File: config.mk
export PLATFORM = sky130hd
export DESIGN_NAME = proximity_trigger_qualifier_core_flat
export DESIGN_NICKNAME = d
export VERILOG_FILES = /design/src/rtl/core/ptq_pkg.sv /design/src/rtl/core/ptq_if.sv /design/src/rtl/core/ptq_cfg_regs.sv /design/src/rtl/core/ptq_chan_update.sv /design/src/rtl/core/proximity_trigger_qualifier_core.sv /design/src/flat_wrapper.sv
export SDC_FILE = /design/constraint.sdc
export NUM_CORES = 1
export LEC_CHECK = 0
export BUFFER_PORTS_ARGS = -buffer_cell sky130_fd_sc_hd__buf_2
export CAP_MARGIN = 20
export CORE_MARGIN = 1.5
export CORE_UTILIZATION = 50
export DETAILED_ROUTE_END_ITERATION = 6
export HOLD_SLACK_MARGIN = 0.12
export PLACE_DENSITY_LB_ADDON = 0.08
export REMOVE_ABC_BUFFERS = 1
export SETUP_SLACK_MARGIN = 0.15
export SKIP_CTS_REPAIR_TIMING = 1
export SLEW_MARGIN = 20
export SYNTH_ARGS = -nofsm -noshare
export SYNTH_HDL_FRONTEND = slang
export SYNTH_HIERARCHICAL = 1
export SYNTH_SLANG_ARGS = --single-unit
File: constraint.sdc
create_clock -name clk -period 34.1 [get_ports clk]
set_input_delay 6.82 -clock clk [delete_from_list [all_inputs] [get_ports clk]]
set_output_delay 6.82 -clock clk [all_outputs]
set_load 0.02 [all_outputs]
File: src/rtl/core/ptq_pkg.sv
// ptq_pkg: shared types, widths, register indexes and reset values
// for the proximity trigger qualifier. No dependencies.
package ptq_pkg;

  localparam int NUM_CHANNELS = 4;
  localparam int CH_W         = 2;
  localparam int DIST_W       = 16;
  localparam int TIME_W       = 32;
  localparam int RUN_W        = 8;
  localparam int CFG_IDX_W    = 4;
  localparam int CFG_DATA_W   = 64;
  localparam int CHNUM_W      = 3;

  localparam logic [RUN_W-1:0] RUN_MAX = 8'd255;

  // register indexes on the configuration port
  localparam logic [CFG_IDX_W-1:0] REG_CHANNEL_ENABLE     = 4'd0;
  localparam logic [CFG_IDX_W-1:0] REG_ENTER_THRESHOLDS   = 4'd1;
  localparam logic [CFG_IDX_W-1:0] REG_EXIT_THRESHOLDS    = 4'd2;
  localparam logic [CFG_IDX_W-1:0] REG_READ_INTERVAL_MS   = 4'd3;
  localparam logic [CFG_IDX_W-1:0] REG_NEAR_STABLE_COUNT  = 4'd4;
  localparam logic [CFG_IDX_W-1:0] REG_FAR_STABLE_COUNT   = 4'd5;
  localparam logic [CFG_IDX_W-1:0] REG_MIN_TRIGGER_GAP_MS = 4'd6;
  localparam logic [CFG_IDX_W-1:0] REG_FAIL_LIMIT         = 4'd7;

  typedef struct packed {
    logic [CH_W-1:0]   channel;
    logic              read_ok;
    logic [DIST_W-1:0] distance_mm;
    logic [TIME_W-1:0] time_ms;
  } item_t;

  typedef struct packed {
    logic               accepted;
    logic               trigger;
    logic               rearm;
    logic               recover_request;
    logic [CHNUM_W-1:0] channel_number;
    logic [DIST_W-1:0]  trigger_distance;
    logic               is_near;
  } result_t;

  typedef struct packed {
    logic [3:0]  channel_enable;
    logic [63:0] enter_thresholds;
    logic [63:0] exit_thresholds;
    logic [15:0] read_interval_ms;
    logic [7:0]  near_stable_count;
    logic [7:0]  far_stable_count;
    logic [15:0] min_trigger_gap_ms;
    logic [7:0]  fail_limit;
  } cfg_t;

  typedef struct packed {
    logic [TIME_W-1:0] last_read_time;
    logic [RUN_W-1:0]  fail_streak;
    logic              near_flag;
    logic [RUN_W-1:0]  near_run;
    logic [RUN_W-1:0]  far_run;
    logic              armed_flag;
    logic [TIME_W-1:0] last_trigger_time;
  } chan_state_t;

  localparam chan_state_t CHAN_RESET = '{
    last_read_time:    '0,
    fail_streak:       '0,
    near_flag:         1'b0,
    near_run:          '0,
    far_run:           '0,
    armed_flag:        1'b1,
    last_trigger_time: '0
  };

  localparam cfg_t CFG_RESET = '{
    channel_enable:     4'd15,
    enter_thresholds:   64'd0,
    exit_thresholds:    64'd0,
    read_interval_ms:   16'd20,
    near_stable_count:  8'd2,
    far_stable_count:   8'd3,
    min_trigger_gap_ms: 16'd100,
    fail_limit:         8'd5
  };

endpackage

File: src/rtl/core/ptq_if.sv
// ptq_if: valid/ready channel interfaces for readings, results and
// configuration writes. Depends on ptq_pkg.
interface ptq_item_if;
  logic           valid;
  logic           ready;
  ptq_pkg::item_t data;
  modport source (output valid, data, input ready);
  modport sink   (input valid, data, output ready);
endinterface

interface ptq_result_if;
  logic             valid;
  logic             ready;
  ptq_pkg::result_t data;
  modport source (output valid, data, input ready);
  modport sink   (input valid, data, output ready);
endinterface

interface ptq_cfg_if;
  logic                             valid;
  logic                             ready;
  logic [ptq_pkg::CFG_IDX_W-1:0]  index;
  logic [ptq_pkg::CFG_DATA_W-1:0] data;
  modport source (output valid, index, data, input ready);
  modport sink   (input valid, index, data, output ready);
endinterface

File: src/rtl/core/ptq_cfg_regs.sv
// ptq_cfg_regs: configuration register file written over the cfg channel.
// Depends on ptq_pkg and ptq_if.
module ptq_cfg_regs (
  input  logic          clk,
  input  logic          rst,
  ptq_cfg_if.sink       cfg,
  output ptq_pkg::cfg_t regs
);

  ptq_pkg::cfg_t regs_next;

  assign cfg.ready = 1'b1;

  always_comb begin
    regs_next = regs;
    if (cfg.valid) begin
      // indexes beyond the list are dropped
      unique case (cfg.index)
        ptq_pkg::REG_CHANNEL_ENABLE:     regs_next.channel_enable     = cfg.data[3:0];
        ptq_pkg::REG_ENTER_THRESHOLDS:   regs_next.enter_thresholds   = cfg.data;
        ptq_pkg::REG_EXIT_THRESHOLDS:    regs_next.exit_thresholds    = cfg.data;
        ptq_pkg::REG_READ_INTERVAL_MS:   regs_next.read_interval_ms   = cfg.data[15:0];
        ptq_pkg::REG_NEAR_STABLE_COUNT:  regs_next.near_stable_count  = cfg.data[7:0];
        ptq_pkg::REG_FAR_STABLE_COUNT:   regs_next.far_stable_count   = cfg.data[7:0];
        ptq_pkg::REG_MIN_TRIGGER_GAP_MS: regs_next.min_trigger_gap_ms = cfg.data[15:0];
        ptq_pkg::REG_FAIL_LIMIT:         regs_next.fail_limit         = cfg.data[7:0];
        default: ;
      endcase
    end
  end

  always_ff @(posedge clk) begin
    if (rst) begin
      regs <= ptq_pkg::CFG_RESET;
    end else begin
      regs <= regs_next;
    end
  end

endmodule

File: src/rtl/core/ptq_chan_update.sv
// ptq_chan_update: per-reading qualification logic, from one channel's
// state and one reading to the new state and the result. Depends on ptq_pkg.
module ptq_chan_update (
  input  ptq_pkg::item_t       item,
  input  ptq_pkg::cfg_t        cfg,
  input  ptq_pkg::chan_state_t cur,
  output ptq_pkg::chan_state_t nxt,
  output logic                 write,
  output ptq_pkg::result_t     res
);

  logic                             in_range;
  logic [ptq_pkg::TIME_W-1:0]      read_gap;
  logic [ptq_pkg::TIME_W-1:0]      trig_gap;
  logic [ptq_pkg::DIST_W-1:0]      enter_thr;
  logic [ptq_pkg::DIST_W-1:0]      exit_thr;
  logic [ptq_pkg::RUN_W-1:0]       streak_inc;
  logic                             near;
  logic                             enter_near;
  logic                             leave_near;
  logic                             fire;

  assign in_range  = {1'b0, item.channel} < (ptq_pkg::CH_W + 1)'(ptq_pkg::NUM_CHANNELS);
  assign read_gap  = item.time_ms - cur.last_read_time;
  assign trig_gap  = item.time_ms - cur.last_trigger_time;
  assign enter_thr = cfg.enter_thresholds[item.channel * ptq_pkg::DIST_W +: ptq_pkg::DIST_W];
  assign exit_thr  = cfg.exit_thresholds[item.channel * ptq_pkg::DIST_W +: ptq_pkg::DIST_W];
  assign streak_inc = (cur.fail_streak < ptq_pkg::RUN_MAX) ? cur.fail_streak + 1'b1
                                                           : cur.fail_streak;
  assign near = cur.near_flag ? (item.distance_mm <= exit_thr)
                              : (item.distance_mm <= enter_thr);

  assign write = in_range && cfg.channel_enable[item.channel] &&
                 (read_gap >= ptq_pkg::TIME_W'(cfg.read_interval_ms));

  always_comb begin
    nxt        = cur;
    res        = '0;
    enter_near = 1'b0;
    leave_near = 1'b0;
    fire       = 1'b0;
    if (write) begin
      nxt.last_read_time = item.time_ms;
      if (!item.read_ok) begin
        nxt.fail_streak = streak_inc;
        if (streak_inc >= cfg.fail_limit) begin
          nxt.fail_streak     = '0;
          res.recover_request = 1'b1;
        end
      end else begin
        nxt.fail_streak = '0;
        if (near) begin
          if (cur.near_run < ptq_pkg::RUN_MAX) nxt.near_run = cur.near_run + 1'b1;
          nxt.far_run = '0;
        end else begin
          if (cur.far_run < ptq_pkg::RUN_MAX) nxt.far_run = cur.far_run + 1'b1;
          nxt.near_run = '0;
        end
        // entering and leaving near exclude each other: one needs near, one far
        enter_near = !cur.near_flag && near && (nxt.near_run >= cfg.near_stable_count);
        leave_near = cur.near_flag && !near && (nxt.far_run >= cfg.far_stable_count);
        fire = enter_near && cur.armed_flag &&
               (trig_gap >= ptq_pkg::TIME_W'(cfg.min_trigger_gap_ms));
        if (enter_near) nxt.near_flag = 1'b1;
        if (fire) begin
          nxt.last_trigger_time = item.time_ms;
          nxt.armed_flag        = 1'b0;
        end
        if (leave_near) begin
          nxt.near_flag  = 1'b0;
          nxt.armed_flag = 1'b1;
        end
      end
    end
    res.accepted = write;
    res.trigger  = fire;
    res.rearm    = leave_near;
    if (fire) begin
      res.channel_number   = ptq_pkg::CHNUM_W'(item.channel) + 1'b1;
      res.trigger_distance = item.distance_mm;
    end
    res.is_near = in_range && nxt.near_flag;
  end

endmodule

File: src/rtl/core/proximity_trigger_qualifier_core.sv
// proximity_trigger_qualifier_core: an accepted reading passes the input
// register, then one pass of qualification logic into the result register.
// Throughput one reading per cycle while result.ready is not held low; the
// per-channel state is read and written in the same cycle, so back-to-back
// readings on one channel see each other. Synchronous active-high reset
// restores the register defaults and the per-channel state; no clearing pass.
module proximity_trigger_qualifier_core (
  input  logic       clk,
  input  logic       rst,
  ptq_item_if.sink   item,
  ptq_result_if.source result,
  ptq_cfg_if.sink    cfg
);

  ptq_pkg::cfg_t        regs;
  logic                 s1_valid;
  ptq_pkg::item_t       s1_item;
  logic                 s1_adv;
  logic                 out_valid;
  ptq_pkg::result_t     out_data;
  ptq_pkg::chan_state_t state [ptq_pkg::NUM_CHANNELS];
  ptq_pkg::chan_state_t cur_state;
  ptq_pkg::chan_state_t upd_state;
  logic                 upd_write;
  ptq_pkg::result_t     upd_res;

  ptq_cfg_regs u_cfg (
    .clk  (clk),
    .rst  (rst),
    .cfg  (cfg),
    .regs (regs)
  );

  // reading moves on when the result register is free or being drained
  assign s1_adv     = s1_valid && (!out_valid || result.ready);
  assign item.ready = !s1_valid || s1_adv;
  assign cur_state  = state[s1_item.channel];

  ptq_chan_update u_upd (
    .item  (s1_item),
    .cfg   (regs),
    .cur   (cur_state),
    .nxt   (upd_state),
    .write (upd_write),
    .res   (upd_res)
  );

  always_ff @(posedge clk) begin
    if (rst) begin
      s1_valid <= 1'b0;
    end else if (item.ready) begin
      s1_valid <= item.valid;
    end
  end

  always_ff @(posedge clk) begin
    if (item.valid && item.ready) begin
      s1_item <= item.data;
    end
  end

  always_ff @(posedge clk) begin
    if (rst) begin
      out_valid <= 1'b0;
    end else if (s1_adv) begin
      out_valid <= 1'b1;
    end else if (result.ready) begin
      out_valid <= 1'b0;
    end
  end

  always_ff @(posedge clk) begin
    if (s1_adv) begin
      out_data <= upd_res;
    end
  end

  for (genvar i = 0; i < ptq_pkg::NUM_CHANNELS; i++) begin : g_chan
    always_ff @(posedge clk) begin
      if (rst) begin
        state[i] <= ptq_pkg::CHAN_RESET;
      end else if (s1_adv && upd_write && (s1_item.channel == ptq_pkg::CH_W'(i))) begin
        state[i] <= upd_state;
      end
    end
  end

  assign result.valid = out_valid;
  assign result.data  = out_data;

endmodule

File: src/flat_wrapper.sv
// flat-port wrapper written by rule: the top's interface ports become plain ports
module proximity_trigger_qualifier_core_flat 
  (clk, rst, item_valid, item_data, item_ready, result_valid, result_data, result_ready, cfg_valid, cfg_index, cfg_data, cfg_ready);
  ptq_item_if item_i ();
  ptq_result_if result_i ();
  ptq_cfg_if cfg_i ();
  input  logic clk;
  input  logic rst;
  input wire logic [$bits(item_i.valid)-1:0] item_valid;
  input wire logic [$bits(item_i.data)-1:0] item_data;
  output wire logic [$bits(item_i.ready)-1:0] item_ready;
  output wire logic [$bits(result_i.valid)-1:0] result_valid;
  output wire logic [$bits(result_i.data)-1:0] result_data;
  input wire logic [$bits(result_i.ready)-1:0] result_ready;
  input wire logic [$bits(cfg_i.valid)-1:0] cfg_valid;
  input wire logic [$bits(cfg_i.index)-1:0] cfg_index;
  input wire logic [$bits(cfg_i.data)-1:0] cfg_data;
  output wire logic [$bits(cfg_i.ready)-1:0] cfg_ready;
  assign item_i.valid = item_valid;
  assign item_i.data = item_data;
  assign item_ready = item_i.ready;
  assign result_valid = result_i.valid;
  assign result_data = result_i.data;
  assign result_i.ready = result_ready;
  assign cfg_i.valid = cfg_valid;
  assign cfg_i.index = cfg_index;
  assign cfg_i.data = cfg_data;
  assign cfg_ready = cfg_i.ready;
  proximity_trigger_qualifier_core u_core (.clk(clk), .rst(rst), .item(item_i), .result(result_i), .cfg(cfg_i));
endmodule
==> impl_metrics.json <==
{
  "finClkSkew_ps": 29.3,
  "place_area_mm2": 0.0384,
  "internal_power_uw": 1440,
  "clkLatencyLatePin_ps": 630,
  "ys_types": 84,
  "period_needed_ps": 14270,
  "start_util_pct": 50.5,
  "relSlewSlack_pct": 21.8,
  "yosysSeqAreaShare_pct": 45.0,
  "firstDrtPassIters": 6,
  "design.core.area_mm2": 0.0744,
  "arrival_ps": 7450,
  "vdd_ir_drop_max_v": 0.0000330,
  "synth_edf_count": 435,
  "gp_congestion": 0.890,
  "pwr_density_cell_mw_per_mm2": 49.4,
  "clkTransAtPathRegs_ps": 50,
  "power.leakage_uw": 0.0144,
  "finalInstanceArea_mm2": 0.0408,
  "layout-drive-gt1-share_pct": 26.2,
  "p_sw_uw": 572,
  "wl_per_cell_um": 24.7,
  "synth_seq_cells": 627,
  "worstSetupPathType": "in2out",
  "grt_max_degree": 165,
  "synth_top_cell_area_share_pct": 34.8,
  "overflow": 0,
  "yosysTopAreaCell": "edfxtp_1",
  "ys_top_cells_by_area": "edfxtp_1 (35%), dfxtp_1 (10%), nor4_2 (10%)",
  "seqPwrFrac_pct": 42.7,
  "io_pins": 151,
  "layout_common_cells": "edfxtp_1 (435), nand2b_1 (347), nor4_2 (306)",
  "synth-main-ff-cell": "edfxtp_1",
  "antenna_found_initial": 2,
  "grt_pass1_wl_um": 155000,
  "nNetsFinal": 3347,
  "worst_setup_path_start_kind": "primary input",
  "setup_violations": 0,
  "critPathRequiredTime_ps": 27280,
  "clock_sinks": 627,
  "cap_viol_max_count": 0,
  "layout_commonest_cell": "edfxtp_1",
  "syn_avg_cell_area_um2": 12.3,
  "cts-root-buf": "clkbuf_16",
  "numPortBuffers": 149,
  "rsz0062_at_grt": "false",
  "dpl.hpwl_um": 64200,
  "cts_tree": "built",
  "swShare_pct": 28.4,
  "fin_util_pct": 54.8,
  "status": "finished clean",
  "crit_fanout": 5,
  "vias_per_cell": 6.14,
  "numCtsBuffers": 73,
  "initialDrtViolationCount": 1874,
  "hold_class": "reg2reg",
  "worstMarginPinSlew_ps": 1170,
  "grt_usage_pct": 26.0,
  "syn_area_mm2": 0.0376,
  "fp.dieW_um": 277,
  "die_area_mm2": 0.0768,
  "fin_crit_sh_pct": 41.9,
  "detail_route.wirelength_um": 101000,
  "num_vias": 25094,
  "drtAntennaViolNets": 0,
  "max_freq_mhz": 70.1,
  "syn_to_final_growth_pct": 8.61,
  "place_inst": 3960,
  "synth_async_sr_flop_share_pct": 0,
  "std_cell_rows": 100,
  "htreeDepth": 3,
  "clock_path_buffers": 3,
  "drv_slew": 0,
  "die_y_um": 277,
  "pwr-share-clk_pct": 38.3,
  "stdcell_count": 4088,
  "drcViolationCount": 0,
  "final_hold_viol_count": 0,
  "synthCells": 3052,
  "comb_power_share_pct": 19.0,
  "synth_warnings": 6,
  "worstSetupEndpointType": "primary output",
  "grt_pass1_vias": 25505
}
-- final timing paths --
check / slack [ps] / startpoint / endpoint / cells past startpoint
hold reg to reg: 470 / u_core/u_cfg/regs[102] / u_core/u_cfg/regs[102] / 2
hold / removal: 470 / u_core/u_cfg/regs[102] / u_core/u_cfg/regs[102] / 2
setup reg to reg: 25150 / flop / u_core/state[2][19] / 26
setup / recovery: 19830 / result_ready / item_ready / 4
-- cell type report --
| class | instances | area [um2] |
|---|---|---|
| diodes | 1 | 2.50 |
| multi-input cells | 2008 | 18600 |
| clock buffers | 103 | 2090 |
| well taps | 969 | 1210 |
| fillers | 6306 | 33600 |
| inverters | 171 | 642 |
| clock inverters | 23 | 235 |
| flip-flops and latches | 627 | 16900 |
| repair buffers | 186 | 1090 |
-- cell families after synthesis --
group	Yosys count	share of synthesized area (%)
buf+inv	417	5.76
xor+xnor	51	1.19
flops	627	45.0
fa+ha+maj	156	5.24
other cells	1	0.00998
mux	399	15.0
compound gates	342	6.01
simple gates	1059	21.8
-- flip-flops by register name (all words and copies together), names as in the netlist, named ones only --
signal	cells
u_core/s1_item	51
u_core/state	360
u_core/result.data	24
u_core/u_cfg/regs	188
u_core/result.valid	1
u_core/s1_valid	1
-- metal layers --
| layer | vias to the layer above | share of wire (%) | track usage, % |
|---|---|---|---|
| li1 | 11575 | - | - |
| met1 | 12646 | 44 | 35.4 |
| met2 | 745 | 48 | 43.2 |
| met3 | 126 | 5.3 | 4.21 |
| met4 | 2 | 2.3 | 6.69 |
| met5 | - | 0.013 | 0 |
-- synth_stat cells (9+ instances only) --
library cell  instances
inv_1               171
nor2_1               78
buf_2                55
nor3_1               24
buf_1                10
o31ai_1              16
dfxtp_1             192
o211ai_1             11
o21ai_0              72
edfxtp_1            435
a211oi_1             12
mux4_2              123
nor4_1               61
nand4_1              31
and2_1               31
nand3_1              40
ha_1                154
xor2_1               29
nor2b_1              14
buf_4                47
mux2_1               16
xnor2_1              22
a21o_1               39
o21bai_1              9
nor4_2              306
o21a_1               17
clkbuf_1             87
mux2i_1             196
nand2b_1            350
a21oi_1              90
a31oi_1               9
buf_6                44
and3_1               12
mux2_2               64
nand2_1              67
-- metrics by stage --
stage	hold slack (ps)	TNS (ps)	total power (uW)	worst slack (ps)
2_1_floorplan	445	-7642330	1140	-21230
3_3_place_gp	455	0	1250	19820
3_5_place_dp	461	0	1250	19830
4_1_cts	474	0	2030	19830
5_1_grt	489	0	2090	19800
6_report	473	0	2010	19830
-- critical path, stage by stage --
cell	delay [ps]
buf_2	130
and3b_1	280
inv_1	70
buf_2	160
-- power groups by stage --
stage / Clock [uW] / Combinational (uW) / Sequential [uW]
detailed placement: 0 / 378 / 877
global placement: 0 / 373 / 875
finish: 772 / 382 / 860
CTS: 787 / 380 / 861
floorplan: 0 / 255 / 885
global route: 815 / 417 / 863
Power figures use the tool's default switching activity.
